--- src/rtl/core/ps2s1_pkg.sv ---
// shared types, constants and helper functions for the ps/2 set 1 decoder
// no dependencies; imported by the decode stage and the top level
`timescale 1ns / 1ps

package ps2s1_pkg;

   // event kinds
   localparam logic [2:0] KIND_NORMAL   = 3'd1;
   localparam logic [2:0] KIND_EXTENDED = 3'd2;
   localparam logic [2:0] KIND_PRTSC    = 3'd3;
   localparam logic [2:0] KIND_PAUSE    = 3'd4;

   localparam logic [7:0] BYTE_PREFIX = 8'hE0;
   localparam logic [7:0] BYTE_PAUSE  = 8'hE1;
   localparam logic [7:0] BYTE_PS_MK  = 8'h2A;
   localparam logic [7:0] BYTE_PS_BK  = 8'hB7;

   localparam logic [1:0] PRTSC_LAST  = 2'd3;
   localparam logic [2:0] PRTSC_START = 3'd2;
   localparam logic [2:0] PAUSE_LEN   = 3'd6;
   localparam logic [2:0] PAUSE_LAST  = 3'd5;

   localparam int MOD_W  = 11;
   localparam int CODE_W = 7;
   localparam int KEYS   = 128;

   // modifier key codes
   localparam logic [6:0] KEY_SHIFT_L = 7'h2A;
   localparam logic [6:0] KEY_SHIFT_R = 7'h36;
   localparam logic [6:0] KEY_CTRL    = 7'h1D;
   localparam logic [6:0] KEY_META_L  = 7'h5B;
   localparam logic [6:0] KEY_META_R  = 7'h5C;
   localparam logic [6:0] KEY_MENU    = 7'h5D;
   localparam logic [6:0] KEY_ALT     = 7'h38;
   localparam logic [6:0] KEY_CAPS    = 7'h3A;
   localparam logic [6:0] KEY_SCROLL  = 7'h46;

   typedef struct packed {
      logic       saw_prefix;
      logic       in_four_byte;
      logic       in_six_byte;
      logic [2:0] seq_pos;
   } port_state_type;

   typedef struct packed {
      logic              emit;
      logic [2:0]        kind;
      logic [CODE_W-1:0] code;
      logic              pressed;
      logic              first;
      logic              held_wr;
      logic              held_ext;
      logic              prtsc_wr;
   } decode_type;

   // print-screen make sequence e0 2a e0 37
   function automatic logic [7:0] prtsc_make_byte(input logic [1:0] idx);
      logic [7:0] b;
      case (idx)
         2'd0:    b = 8'hE0;
         2'd1:    b = 8'h2A;
         2'd2:    b = 8'hE0;
         default: b = 8'h37;
      endcase
      return b;
   endfunction

   // print-screen break sequence e0 b7 e0 aa
   function automatic logic [7:0] prtsc_break_byte(input logic [1:0] idx);
      logic [7:0] b;
      case (idx)
         2'd0:    b = 8'hE0;
         2'd1:    b = 8'hB7;
         2'd2:    b = 8'hE0;
         default: b = 8'hAA;
      endcase
      return b;
   endfunction

   // pause sequence e1 1d 45 e1 9d c5, only valid below PAUSE_LEN
   function automatic logic [7:0] pause_byte(input logic [2:0] idx);
      logic [7:0] b;
      case (idx)
         3'd0:    b = 8'hE1;
         3'd1:    b = 8'h1D;
         3'd2:    b = 8'h45;
         3'd3:    b = 8'hE1;
         3'd4:    b = 8'h9D;
         3'd5:    b = 8'hC5;
         default: b = 8'h00;
      endcase
      return b;
   endfunction

   function automatic logic [MOD_W-1:0] mod_snapshot(input logic [KEYS-1:0] nrm,
                                                      input logic [KEYS-1:0] ext);
      logic [MOD_W-1:0] m;
      m[0]  = nrm[KEY_SHIFT_L];
      m[1]  = nrm[KEY_SHIFT_R];
      m[2]  = nrm[KEY_CTRL];
      m[3]  = ext[KEY_CTRL];
      m[4]  = ext[KEY_META_L];
      m[5]  = ext[KEY_META_R];
      m[6]  = ext[KEY_MENU];
      m[7]  = nrm[KEY_ALT];
      m[8]  = ext[KEY_ALT];
      m[9]  = nrm[KEY_CAPS];
      m[10] = nrm[KEY_SCROLL];
      return m;
   endfunction

endpackage

--- src/rtl/core/ps2_set1_scancode_decoder.sv ---
// top level of the ps/2 scan code set 1 decoder: request register, shared
// key bitmaps, per-port sequence state and result register
// depends on ps2s1_pkg and ps2s1_decode
`timescale 1ns / 1ps

// usage
//  - the request channel carries one keyboard byte per request, with the
//    port it came on (1..PORT_COUNT) in req_tuser
//  - the response channel carries one key event: kind in rsp_tuser, make
//    code, press flag, new-press flag and an 11-bit modifier snapshot
//  - a request whose port is 0 or above PORT_COUNT is dropped with no
//    state change; prefix bytes and partial long sequences give no response
//  - response path: a taken request goes into the request register, then
//    is decoded into the response register, which drives rsp_tvalid
//  - throughput: one request per cycle unless the receiver stalls; decode
//    of a byte and the bitmap and sequence update all happen together, so
//    the next byte always sees the state the previous one left
//  - when the receiver stalls the response register holds its event and
//    the request register holds one byte; req_tready falls once both full
//  - reset (synchronous, active high) clears the key bitmaps, the
//    print-screen flag and every port's prefix and sequence state at once;
//    req_tready stays low during reset and requests are taken once it falls
module ps2_set1_scancode_decoder
   import ps2s1_pkg::*;
#(
   parameter int PORT_COUNT = 2
) (
   input  logic        clock,
   input  logic        reset,
   // request channel
   input  logic        req_tvalid,
   output logic        req_tready,
   input  logic [7:0]  req_tdata,   // [7:0] scan_byte
   input  logic [1:0]  req_tuser,   // [1:0] port
   // response channel
   output logic        rsp_tvalid,
   input  logic        rsp_tready,
   output logic [23:0] rsp_tdata,   // [6:0] key_code, [7] pressed,
                                    // [8] new_press, [19:9] modifiers, rest 0
   output logic [2:0]  rsp_tuser    // [2:0] event_kind
);

   localparam int         PIDX_W   = (PORT_COUNT > 1) ? $clog2(PORT_COUNT) : 1;
   localparam logic [1:0] PORT_MAX = 2'(PORT_COUNT);

   // request register
   logic       s1_valid_ff, s1_valid_in;
   logic [7:0] s1_byte_ff,  s1_byte_in;
   logic [1:0] s1_port_ff,  s1_port_in;

   // shared key state
   logic [KEYS-1:0] normal_held_ff,   normal_held_in;
   logic [KEYS-1:0] extended_held_ff, extended_held_in;
   logic            prtsc_held_ff,    prtsc_held_in;

   // per-port prefix and sequence state
   port_state_type port_st_ff [PORT_COUNT];
   port_state_type port_st_in [PORT_COUNT];

   // response register
   logic              rsp_valid_ff, rsp_valid_in;
   logic [2:0]        rsp_kind_ff,  rsp_kind_in;
   logic [CODE_W-1:0] rsp_code_ff,  rsp_code_in;
   logic              rsp_press_ff, rsp_press_in;
   logic              rsp_first_ff, rsp_first_in;
   logic [MOD_W-1:0]  rsp_mods_ff,  rsp_mods_in;

   logic              req_fire;
   logic              rsp_free;
   logic              s1_fire;
   logic              port_ok;
   logic              do_update;
   logic [PIDX_W-1:0] pidx;
   logic [CODE_W-1:0] key_idx;
   port_state_type    cur_st;
   port_state_type    nxt_st;
   decode_type        dec;
   logic [MOD_W-1:0]  mods_pre;
   logic [MOD_W-1:0]  mods_post;

   // handshake: the decode stage moves when the response register can take
   // its result, the request register refills in the same cycle
   assign rsp_free   = ~rsp_valid_ff | rsp_tready;
   assign s1_fire    = s1_valid_ff & rsp_free;
   assign req_tready = ~reset & (~s1_valid_ff | rsp_free);
   assign req_fire   = req_tvalid & req_tready;

   // port check and index
   assign port_ok   = (s1_port_ff != 2'd0) && (s1_port_ff <= PORT_MAX);
   assign pidx      = PIDX_W'(s1_port_ff - 2'd1);
   assign cur_st    = port_st_ff[pidx];
   assign key_idx   = s1_byte_ff[CODE_W-1:0];
   assign do_update = s1_fire & port_ok;

   ps2s1_decode u_decode (
      .scan_byte    (s1_byte_ff),
      .port_st      (cur_st),
      .normal_hit   (normal_held_ff[key_idx]),
      .extended_hit (extended_held_ff[key_idx]),
      .prtsc_held   (prtsc_held_ff),
      .port_st_next (nxt_st),
      .dec          (dec)
   );

   // state next values
   always_comb begin
      normal_held_in   = normal_held_ff;
      extended_held_in = extended_held_ff;
      prtsc_held_in    = prtsc_held_ff;
      for (int i = 0; i < PORT_COUNT; i++) begin
         port_st_in[i] = port_st_ff[i];
      end
      if (do_update) begin
         port_st_in[pidx] = nxt_st;
         if (dec.held_wr) begin
            if (dec.held_ext) begin
               extended_held_in[dec.code] = dec.pressed;
            end else begin
               normal_held_in[dec.code] = dec.pressed;
            end
         end
         if (dec.prtsc_wr) begin
            prtsc_held_in = dec.pressed;
         end
      end
   end

   // a press reports modifiers before its own update, a release after
   assign mods_pre  = mod_snapshot(normal_held_ff, extended_held_ff);
   assign mods_post = mod_snapshot(normal_held_in, extended_held_in);

   always_comb begin
      s1_valid_in = s1_valid_ff;
      s1_byte_in  = s1_byte_ff;
      s1_port_in  = s1_port_ff;
      if (req_fire) begin
         s1_valid_in = 1'b1;
         s1_byte_in  = req_tdata;
         s1_port_in  = req_tuser;
      end else if (s1_fire) begin
         s1_valid_in = 1'b0;
      end

      rsp_valid_in = rsp_valid_ff & ~rsp_tready;
      rsp_kind_in  = rsp_kind_ff;
      rsp_code_in  = rsp_code_ff;
      rsp_press_in = rsp_press_ff;
      rsp_first_in = rsp_first_ff;
      rsp_mods_in  = rsp_mods_ff;
      if (do_update && dec.emit) begin
         rsp_valid_in = 1'b1;
         rsp_kind_in  = dec.kind;
         rsp_code_in  = dec.code;
         rsp_press_in = dec.pressed;
         rsp_first_in = dec.first;
         rsp_mods_in  = dec.pressed ? mods_pre : mods_post;
      end
   end

   // control and key state
   always_ff @(posedge clock) begin
      if (reset) begin
         s1_valid_ff      <= 1'b0;
         rsp_valid_ff     <= 1'b0;
         normal_held_ff   <= '0;
         extended_held_ff <= '0;
         prtsc_held_ff    <= 1'b0;
         for (int i = 0; i < PORT_COUNT; i++) begin
            port_st_ff[i] <= '0;
         end
      end else begin
         s1_valid_ff      <= s1_valid_in;
         rsp_valid_ff     <= rsp_valid_in;
         normal_held_ff   <= normal_held_in;
         extended_held_ff <= extended_held_in;
         prtsc_held_ff    <= prtsc_held_in;
         for (int i = 0; i < PORT_COUNT; i++) begin
            port_st_ff[i] <= port_st_in[i];
         end
      end
   end

   // payload registers
   always_ff @(posedge clock) begin
      s1_byte_ff   <= s1_byte_in;
      s1_port_ff   <= s1_port_in;
      rsp_kind_ff  <= rsp_kind_in;
      rsp_code_ff  <= rsp_code_in;
      rsp_press_ff <= rsp_press_in;
      rsp_first_ff <= rsp_first_in;
      rsp_mods_ff  <= rsp_mods_in;
   end

   assign rsp_tvalid = rsp_valid_ff;
   assign rsp_tuser  = rsp_kind_ff;
   assign rsp_tdata  = {4'd0, rsp_mods_ff, rsp_first_ff, rsp_press_ff, rsp_code_ff};

endmodule

--- src/rtl/core/ps2s1_decode.sv ---
// per-byte decode of one port's prefix and long-sequence state
// depends on ps2s1_pkg; purely combinational
`timescale 1ns / 1ps

module ps2s1_decode
   import ps2s1_pkg::*;
(
   input  logic [7:0]     scan_byte,
   input  port_state_type port_st,
   input  logic           normal_hit,    // normal bitmap at scan_byte[6:0]
   input  logic           extended_hit,  // extended bitmap at scan_byte[6:0]
   input  logic           prtsc_held,
   output port_state_type port_st_next,
   output decode_type     dec
);

   logic       is_e0;
   logic [1:0] ps_idx;
   logic       ps_make;
   logic       ps_break;
   logic       plain;
   logic       ext_key;
   logic       press;

   assign is_e0    = (scan_byte == BYTE_PREFIX);
   assign ps_idx   = port_st.seq_pos[1:0];
   assign ps_make  = (scan_byte == prtsc_make_byte(ps_idx));
   assign ps_break = (scan_byte == prtsc_break_byte(ps_idx));
   assign press    = ~scan_byte[7];

   always_comb begin
      port_st_next = port_st;
      dec          = '0;
      dec.code     = scan_byte[CODE_W-1:0];
      plain        = 1'b0;
      ext_key      = port_st.saw_prefix;

      if (is_e0 && !port_st.in_four_byte && !port_st.in_six_byte) begin
         port_st_next.saw_prefix = 1'b1;
      end else if (port_st.saw_prefix && !port_st.in_four_byte &&
                   (scan_byte == BYTE_PS_MK || scan_byte == BYTE_PS_BK)) begin
         port_st_next.in_four_byte = 1'b1;
         port_st_next.seq_pos      = PRTSC_START;
         port_st_next.saw_prefix   = 1'b0;
      end else if (port_st.in_four_byte) begin
         port_st_next.saw_prefix = 1'b0;
         if (ps_make || ps_break) begin
            if (ps_idx == PRTSC_LAST) begin
               port_st_next.seq_pos      = '0;
               port_st_next.in_four_byte = 1'b0;
               dec.emit     = 1'b1;
               dec.kind     = KIND_PRTSC;
               dec.code     = '0;
               dec.pressed  = ps_make;
               dec.first    = ps_make & ~prtsc_held;
               dec.prtsc_wr = 1'b1;
            end else begin
               port_st_next.seq_pos = port_st.seq_pos + 3'd1;
            end
         end else begin
            port_st_next.seq_pos      = '0;
            port_st_next.in_four_byte = 1'b0;
         end
      end else if (scan_byte == BYTE_PAUSE) begin
         port_st_next.in_six_byte = 1'b1;
         port_st_next.seq_pos     = port_st.seq_pos + 3'd1;
         port_st_next.saw_prefix  = 1'b0;
      end else begin
         plain = 1'b1;
         if (port_st.in_six_byte) begin
            ext_key = 1'b0;
            if (port_st.seq_pos < PAUSE_LEN &&
                scan_byte == pause_byte(port_st.seq_pos)) begin
               plain = 1'b0;
               port_st_next.saw_prefix = 1'b0;
               if (port_st.seq_pos == PAUSE_LAST) begin
                  port_st_next.seq_pos     = '0;
                  port_st_next.in_six_byte = 1'b0;
                  dec.emit    = 1'b1;
                  dec.kind    = KIND_PAUSE;
                  dec.code    = '0;
                  dec.pressed = 1'b1;
                  dec.first   = 1'b1;
               end else begin
                  port_st_next.seq_pos = port_st.seq_pos + 3'd1;
               end
            end else begin
               port_st_next.seq_pos     = '0;
               port_st_next.in_six_byte = 1'b0;
            end
         end
         if (plain) begin
            dec.emit     = 1'b1;
            dec.kind     = ext_key ? KIND_EXTENDED : KIND_NORMAL;
            dec.pressed  = press;
            dec.first    = press & ~(ext_key ? extended_hit : normal_hit);
            dec.held_wr  = 1'b1;
            dec.held_ext = ext_key;
            port_st_next.saw_prefix = is_e0;
         end
      end
   end

endmodule
--- config.mk ---
export PLATFORM = sky130hd
export DESIGN_NAME = ps2_set1_scancode_decoder
export DESIGN_NICKNAME = d
export VERILOG_FILES = /design/src/rtl/core/ps2s1_pkg.sv /design/src/rtl/core/ps2_set1_scancode_decoder.sv /design/src/rtl/core/ps2s1_decode.sv
export SDC_FILE = /design/constraint.sdc
export NUM_CORES = 1
export LEC_CHECK = 0
export CAP_MARGIN = 20
export CORE_MARGIN = 2
export CORE_UTILIZATION = 58
export CTS_CLUSTER_SIZE = 24
export DETAILED_ROUTE_END_ITERATION = 8
export DONT_BUFFER_PORTS = 1
export GPL_ROUTABILITY_DRIVEN = 0
export MAX_ROUTING_LAYER = met4
export PLACE_DENSITY = 0.76
export SKIP_CTS_REPAIR_TIMING = 1
export SYNTH_ARGS = -nofsm -noshare
export SYNTH_HDL_FRONTEND = slang
export SYNTH_HIERARCHICAL = 1
export SYNTH_SLANG_ARGS = --single-unit
--- constraint.sdc ---
create_clock -name clock -period 4.7 [get_ports clock]
set_input_delay 0.47 -clock clock [delete_from_list [all_inputs] [get_ports clock]]
set_output_delay 0.47 -clock clock [all_outputs]
set_load 0.005 [all_outputs]
-- Yosys cells after proc, flatten, opt, wreduce, memory -nomap -nowiden
Memory sizes are Yosys's and may differ from the RTL's.
Cells that the tools add are included.
- memories kept: 1
- input port bits: 14
- register bits after elaboration: 292
- output and inout bits: 29
- word-level logic and storage cells: 167
- bits in writable memories: 12
- multiplexer cells: 85
- reduce and logical (&&, ||, !) cells: 23
- magnitude comparators: 7
- bitwise operators: 20
- $add $sub $neg: 2
- equality and inequality tests: 15
- memories (name ; words ; width ; read ports ; clocked after Yosys merged registers in ; write ports ; RTL line ; source):
    port_st_ff ; 2 ; 6 ; 3 ; 0 ; 2 ; ps2_set1_scancode_decoder.sv:57 ; port_state_type port_st_ff [PORT_COUNT];
- operators by type and width (kind ; count):
    94-bit two-way mux ; 3
    128-bit bitwise mux ; 2
    71-bit two-way mux ; 3
    13-bit two-way mux ; 6
    8-bit two-way mux ; 5
    8-bit one-hot mux with 5 select lines ; 1
    1-bit two-way mux ; 36
    16-bit two-way mux ; 2
    8-bit equality test ; 3
    8-bit equality test (second input constant) ; 3
    4-bit two-way mux ; 5
    6-bit two-way mux ; 3
    7-bit by 8-bit < comparator with 1-bit output (second input constant) ; 2
    8-bit one-hot mux with 2 select lines ; 1
    15-bit two-way mux ; 1
    3-bit two-way mux ; 5
    1-bit binary-select mux with 7-bit select ; 2
    7-bit one-hot mux with 2 select lines ; 1
    12-bit bitwise mux ; 1
    12-bit two-way mux ; 1
    11-bit two-way mux ; 1
    1-bit logical AND ; 9
    8-bit by 6-bit equality test with 1-bit output (second input constant) ; 1
    1-bit NOT ; 8
    other kinds (27) ; 47

-- Longest topological paths before layout
Gate-level depths: netlist of run 1.
An unclocked memory read counts as a cell.
- word-level depth: 32
- gate-level depth with buffers: 19
- gate-level depth less buffers: 14

-- Hierarchy
Netlist of run 1, hierarchy kept.
- modules (own cells, without submodules) (module ; times used ; sequential area each (um2) ; cells an instance ; area each (um2)):
    ps2_set1_scancode_decoder ; 1 ; 6416.2 ; 1525 ; 13564.3
    ps2s1_decode ; 1 ; 0.0 ; 158 ; 1076.0

-- Worst setup path after synthesis of run 1
No wires, ideal clock.
- path kind: reg-to-reg
- start: reg s1_port_ff[0]
- end: reg rsp_code_ff[0], enable pin
- period minus slack after synthesis: 4.893 ns
- slack: -0.193 ns
- setup time: 0.441 ns
- cell stages (with the launch flop): 13
- data required time: 4.259 ns
- arrival time: 4.452 ns
- path buffers: 2
- path through: edfxtp_1 buf_2 mux2_2 inv_1 ha_1 clkbuf_1 nor4bb_1 a311oi_1 nor4_1 o21ai_0 a21o_1 a21oi_1 a21boi_0
- RTL lines (what ; RTL line ; source):
    start, declared ; ps2_set1_scancode_decoder.sv:49 ; logic [1:0] s1_port_ff, s1_port_in;
    start signal, assigned ; ps2_set1_scancode_decoder.sv:186 ; s1_port_ff <= s1_port_in;
    end signal, assigned ; ps2_set1_scancode_decoder.sv:188 ; rsp_code_ff <= rsp_code_in;
    end, declared ; ps2_set1_scancode_decoder.sv:63 ; logic [CODE_W-1:0] rsp_code_ff, rsp_code_in;

==> results of run 1 <==
## power by group through the flow
stage	sequential (W)	clock, W	combinational, W
floorplan	0.00270	0	0.000170
global route	0.00264	0.00263	0.000237
finish	0.00265	0.00251	0.000228
CTS	0.00264	0.00254	0.000204
detailed placement	0.00270	0	0.000203
global placement	0.00270	0	0.000201
## synth_stat cells (14+ instances only)
library cell,n,area (µm²)
buf_2,17,85.1
nor2b_1,28,175
a21oi_1,271,1360
or4_1,14,105
clkbuf_1,131,492
a22oi_1,17,128
edfxtp_1,33,991
mux4_2,49,1100
nand2_1,23,86.3
nor3_1,284,1420
nor2_1,301,1130
mux2i_1,52,521
dfxtp_1,271,5430
mux2_2,15,169
## metrics by stage
stage | hold slack, ns | std cells | setup slack, ns | util, % | TNS (ns)
after floorplan | 0.458 | 1686 | 0.00937 | - | 0
after global placement | 0.470 | 1958 | 0.134 | 61.2 | 0
after detailed placement | 0.484 | 1958 | 0.0680 | 61.2 | 0
after CTS | -0.0310 | 2016 | 0.0395 | 65.4 | 0
after global routing | 0.00733 | 2024 | -0.00536 | 65.9 | -0.00536
final | 0.0162 | 2024 | 0.196 | 65.9 | 0
## cells by family after synthesis
kind of cell	count (synthesis)
AOI/OAI and AO/OA	340
buffers and inverters	175
adders and majority gates	8
muxes	123
other	1
xor gates and xnor gates	4
and+or+nand+nor	728
DFF	304
## state kept, by name, indices dropped and copies added (netlist names), 2 cells and up
name and count:
rsp_mods_ff 11, s1_byte_ff 8, extended_held_ff 128, port_st_ff 12, normal_held_ff 128, rsp_tuser 3, s1_port_ff 2, rsp_code_ff 7
## cell usage in the layout (no fill, tap or decap), drive strengths merged, types with 4 or more instances in the layout
master,count
mux2,15
ha,8
a22oi,18
edfxtp,33
o21ai,6
conb,4
a21oi,271
o22ai,9
mux4,56
buf,108
dfxtp,271
clkbuf,43
dlygate4sd3,6
o211ai,6
mux2i,52
nor4,7
nor2,301
nor3,284
nand2b,11
nand3,10
nand4b,11
or4,14
inv,12
and2,5
nand2,23
or3b,4
and3,12
nor2b,29
clkinv,10
## routing by layer
| metal | up-vias | part of all wire, % | GRT usage, % |
|---|---|---|---|
| met2 | 915 | 46 | 53.4 |
| met5 | - | 0 | - |
| met1 | 6250 | 39 | 45.8 |
| met3 | 177 | 11 | 6.26 |
| li1 | 5995 | - | - |
| met4 | 0 | 4.3 | 14.7 |
## worst max-delay path, cell delays in order, from the launching register on
cell and delay, ns:
edfxtp_1 0.45, mux2_2 0.28, buf_4 0.14, inv_1 0.09, ha_2 0.24, nor2b_4 0.15
or4b_4 0.49, a2111oi_4 0.36, nand4_1 0.23, a221oi_2 0.33, buf_4 0.17, nor2_1 0.08
buf_4 0.16, or3_1 0.36, or4_1 0.46, buf_6 0.20, nor2_1 0.13, nor3_1 0.07
## area by class of cell
cell class	instances	area, µm²
Multi-Input combinational cell	1207	7610
Inverter	11	41.3
Fill cell	2051	8520
Sequential cell	304	6420
Clock buffer	43	891
Tap cell	330	413
Timing Repair Buffer	114	928
Clock inverter	15	153
## worst min path at each step
stage | endpoint | slack (ns) | depth (start not counted)
finish | s1_byte_ff[4] | 0.02 | 0
global route | s1_port_ff[1] | 0.007 | 0
CTS | extended_held_ff[102] | -0.03 | 1
detailed placement | port_st_ff[1][4] | 0.48 | 2
global placement | port_st_ff[0][5] | 0.47 | 2
floorplan | port_st_ff[0][4] | 0.46 | 2
==> flow_metrics.env, run 1 <==
export IMPL_clock_sinks=304
export IMPL_p_int_w=0.00419
export IMPL_timing_final_crit_share_pct=95.8
export IMPL_finalWirelength_um=46000
export IMPL_hold_path_startpoint="req_tdata[4]"
export IMPL_relSlewSlack_pct=30.0
export IMPL_grt_max_degree=273
export IMPL_cap_violations=0
export IMPL_first_iter_violations=1696
export IMPL_cts_tree="done"
export IMPL_ys_ff_latch=304
export IMPL_syn_area_um2=14600
export IMPL_critPathCapture="normal_held_ff[0]"
export IMPL_fin_area_um2=16400
export IMPL_post_route_drc_count=0
export IMPL_worstSetupPathType="reg2reg"
export IMPL_ys_seq_area_share_pct=43.8
export IMPL_seq_power_share_pct=49.1
export IMPL_worstRegToRegCells=17
export IMPL_status="finished, final reports clean"
export IMPL_crit_start="s1_port_ff[0]"
export IMPL_synth_edf_count=33
export IMPL_grt_antenna_before_repair=0
export IMPL_synthSimpleGateAreaFrac_pct=23.7
export IMPL_num_antenna_cells=0
export IMPL_die_y_um=163
export IMPL_clkPwrFrac_pct=46.6
export IMPL_ant_nets=0
export IMPL_startpoint_type="register"
export IMPL_ctsRootBufferMaster="clkbuf_16"
export IMPL_port_buffers=0
export IMPL_synth_compound_area_share_pct=13.0
export IMPL_synthCells=1683
export IMPL_grt_pass1_vias=12717
export IMPL_area_growth_pct=12.3
export IMPL_drive_above_1_share_pct=15.1
export IMPL_hold_viol=0
export IMPL_grt_pass1_wl_um=70500
export IMPL_vias=13337
export IMPL_path_max_fanout=15
export IMPL_r2r_slack_ns=0.20
export IMPL_synth_adder_area_share_pct=0.684
export IMPL_avgSynthCellArea_um2=8.70
export IMPL_irDropWorstVdd_uv=320
export IMPL_grt_overflow_total=0
export IMPL_cts_buffers_inserted=31
export IMPL_r2r_end="normal_held_ff[0]"
export IMPL_muxShareOfSynthArea_pct=13.5
export IMPL_via_per_inst=6.59
export IMPL_clk_path_buf_depth=3
export IMPL_final_nets=1691
export IMPL_grt_usage_pct=34.9
export IMPL_worstPathRequired_ns=5.12
export IMPL_cp_arrival_ns=4.93
export IMPL_layout_min_cycle_time_ns=4.50
export IMPL_swShare_pct=22.2
export IMPL_holdCritPathClass="in2reg"
export IMPL_comb_power_share_pct=4.2
export IMPL_place_area_um2=15300
export IMPL_num_io_pins=43
export IMPL_synth_top_family_by_area="simple AND/OR/NAND/NOR gates"
export IMPL_core_um2=25000
export IMPL_synth_xor_xnor_area_share_pct=0.239
export IMPL_p_total_w=0.00538
export IMPL_max_freq_mhz=222
export IMPL_skew_ns=0.0282
export IMPL_fp_dieW_um=163
export IMPL_synth_distinct_cells=69
export IMPL_ys_flop_type="dfxtp_1"
export IMPL_r2r_start="s1_port_ff[0]"
export IMPL_die_area_um2=26500
export IMPL_start_util_pct=58.6
export IMPL_firstDrtPassIters=5
export IMPL_clk_pin_slew_ns=0.06
export IMPL_p_per_area_nw_per_um2=327
export IMPL_h_tree_depth=1
export IMPL_p_switching_w=0.00120
export IMPL_synthArstFlopShare_pct=0
export IMPL_maxSlewViolCount=0
export IMPL_synth_warnings=6
export IMPL_hpwlAfterDp_um=27900
export IMPL_clk_latency_ns=0.57
export IMPL_setup_viol=0
export IMPL_worst_pin_slew_ns=1.05
export IMPL_p_leak_nw=5.48
export IMPL_cp_end_kind="register"
export IMPL_wire_per_inst_um=22.7
export IMPL_std_cell_rows=58
No activity file was read; power rests on OpenSTA's default activity.
==> run 2, diff against run 1 <==
--- a/config.mk
+++ b/config.mk
@@ -7,13 +7,13 @@
 export LEC_CHECK = 0
 export CAP_MARGIN = 20
 export CORE_MARGIN = 2
-export CORE_UTILIZATION = 58
+export CORE_UTILIZATION = 60
 export CTS_CLUSTER_SIZE = 24
 export DETAILED_ROUTE_END_ITERATION = 8
 export DONT_BUFFER_PORTS = 1
 export GPL_ROUTABILITY_DRIVEN = 0
 export MAX_ROUTING_LAYER = met4
-export PLACE_DENSITY = 0.76
+export PLACE_DENSITY = 0.84
 export SKIP_CTS_REPAIR_TIMING = 1
 export SYNTH_ARGS = -nofsm -noshare
 export SYNTH_HDL_FRONTEND = slang
==> constraint.sdc (replaced) <==
create_clock -name clock -period 5.19 [get_ports clock]
set_input_delay 0.519 -clock clock [delete_from_list [all_inputs] [get_ports clock]]
set_output_delay 0.519 -clock clock [all_outputs]
set_load 0.005 [all_outputs]
==> run 2 against run 1 <==
  * Final area shrank 1.8%
  * First-iteration DRC count grew 27%
  * Clock-buffer cell count grew 5
  * Clock power shrank 8.4%
  * Largest cell class unchanged
==> flow_metrics.env, run 2 (synthesized netlist as in run 1, its figures left out) <==
export IMPL_die_area_um2=25700
export IMPL_wl_met1_um=16700
export IMPL_place_area_um2=15000
export IMPL_clk_pin_slew_ns=0.06
export IMPL_worstPathRequired_ns=5.49
export IMPL_p_leak_nw=5.32
export IMPL_grt_usage_pct=35.4
export IMPL_maxSlewViolCount=0
export IMPL_first_iter_violations=2154
export IMPL_layout_min_cycle_time_ns=4.96
export IMPL_ant_nets=0
export IMPL_critPathSlowestCell="or4_1"
export IMPL_ctsRootBufferMaster="clkbuf_16"
export IMPL_std_cell_rows=57
export IMPL_dr_wl_met3_um=6090
export IMPL_path_cells="mux2_2 > ha_1 > ha_1 > or4b_4 > a2111oi_4 > nand4_1 > a221oi_2 > nor2b_1 > buf_4 > nor2_1 > nand2_1 > or4_1 > nor2_1 > nor2b_1"
export IMPL_clk_path_buf_depth=3
export IMPL_skew_ns=0.0222
export IMPL_top_layer_used="met4"
export IMPL_h_tree_depth=1
export IMPL_clock_sinks=304
export IMPL_crit_start="s1_port_ff[0]"
export IMPL_firstDrtPassIters=8
export IMPL_r2r_start="s1_port_ff[0]"
export IMPL_finalWirelength_um=45200
export IMPL_post_route_drc_count=0
export IMPL_drive_above_1_share_pct=13.4
export IMPL_die_y_um=160
export IMPL_grt_antenna_before_repair=0
export IMPL_path_max_fanout=8
export IMPL_worstSetupPathType="reg2reg"
export IMPL_status="finished, final reports clean"
export IMPL_port_buffers=0
export IMPL_vias=13547
export IMPL_cts_buffers_inserted=30
export IMPL_relSlewSlack_pct=35.0
export IMPL_wire_per_inst_um=22.8
export IMPL_critPathCapture="rsp_mods_ff[0]"
export IMPL_start_util_pct=60.7
export IMPL_cts_tree="done"
export IMPL_grt_pass1_wl_um=70200
export IMPL_hpwlAfterDp_um=27500
export IMPL_fp_dieW_um=160
export IMPL_hold_viol=0
export IMPL_num_io_pins=43
export IMPL_irDropWorstVdd_uv=344
export IMPL_final_cell_mix="nor2_1, nor3_1, a21oi_1, dfxtp_1, buf_4"
export IMPL_max_freq_mhz=202
export IMPL_cap_violations=0
export IMPL_area_growth_pct=10.3
export IMPL_grt_overflow_total=0
export IMPL_num_antenna_cells=0
export IMPL_final_nets=1655
export IMPL_slowest_delay_ns=0.70
export IMPL_wl_met2_um=19900
export IMPL_final_common_cell="nor2_1"
export IMPL_worstRegToRegCells=14
export IMPL_fin_area_um2=16100
export IMPL_cp_end_kind="register"
export IMPL_timing_final_crit_share_pct=95.6
export IMPL_grt_max_degree=273
export IMPL_setup_viol=0
export IMPL_p_per_area_nw_per_um2=303
export IMPL_clk_latency_ns=0.57
export IMPL_reg_top3="extended_held_ff: 128 flops, normal_held_ff: 128 flops, port_st_ff: 12 flops"
export IMPL_setup_tns_ns=0
export IMPL_grt_pass1_vias=13016
export IMPL_holdCritPathClass="in2reg"
export IMPL_worst_pin_slew_ns=0.972
export IMPL_core_um2=24100
export IMPL_r2r_slack_ns=0.23
export IMPL_cp_arrival_ns=5.26
export IMPL_r2r_end="rsp_mods_ff[0]"
export IMPL_via_per_inst=6.84
export IMPL_startpoint_type="register"
-- run 2: worst min path at each step --
stage / start / endpoint / slack (ns) / cells after the start
after floorplan: port_st_ff[0][4] / port_st_ff[0][4] / 0.46 / 2
after global placement: port_st_ff[1][3] / port_st_ff[1][3] / 0.47 / 2
after detailed placement: port_st_ff[0][5] / port_st_ff[0][5] / 0.49 / 2
after CTS: reset / extended_held_ff[26] / 0.03 / 1
after global routing: reset / extended_held_ff[29] / 0.02 / 1
final: reset / extended_held_ff[29] / 0.03 / 1
-- run 2: layer usage --
metal / track usage, % / up-vias
met5: - / -
met3: 9.64 / 260
li1: - / 5916
met4: 17.6 / 0
met1: 44.3 / 6366
met2: 52.9 / 1005
-- run 2: power breakdown --
group / internal [W] / switching [W]
logic: 0.0000581 / 0.000131
clock network: 0.00138 / 0.000925
registers: 0.00238 / 0.0000115
total: 0.00382 / 0.00107
-- run 2: cell type report --
| cell class | count | area [µm²] |
|---|---|---|
| Timing Repair Buffer | 79 | 618 |
| Tap cell | 324 | 405 |
| Sequential cell | 304 | 6420 |
| Inverter | 11 | 41.3 |
| Clock buffer | 48 | 971 |
| Clock inverter | 8 | 105 |
| Fill cell | 1883 | 7960 |
| Multi-Input combinational cell | 1207 | 7590 |
-- run 2: worst max-delay path: cells and delay by family (launching register included) --
family                   cells  cell delay (ns)
AND/OR/NAND/NOR              8             2.25
AO/OA/AOI/OAI                2             0.93
adder cells (fa/ha/maj)      2             0.55
multiplexers                 1             0.42
flip-flops                   1             0.39
buffers and inverters        1             0.17
-- run 2: through the flow --
| stage | util, % | hold WS [ns] | worst slack, ns | power [W] | instances |
|---|---|---|---|---|---|
| after floorplan | - | 0.458 | 0.297 | 0.00260 | 1686 |
| after global placement | 62.4 | 0.475 | 0.296 | 0.00262 | 1925 |
| after detailed placement | 62.4 | 0.490 | 0.0635 | 0.00263 | 1925 |
| after CTS | 66.9 | 0.0254 | 0.0146 | 0.00489 | 1981 |
| after global routing | 67.0 | 0.0187 | -0.0310 | 0.00500 | 1981 |
| final | 67.0 | 0.0331 | 0.231 | 0.00489 | 1981 |
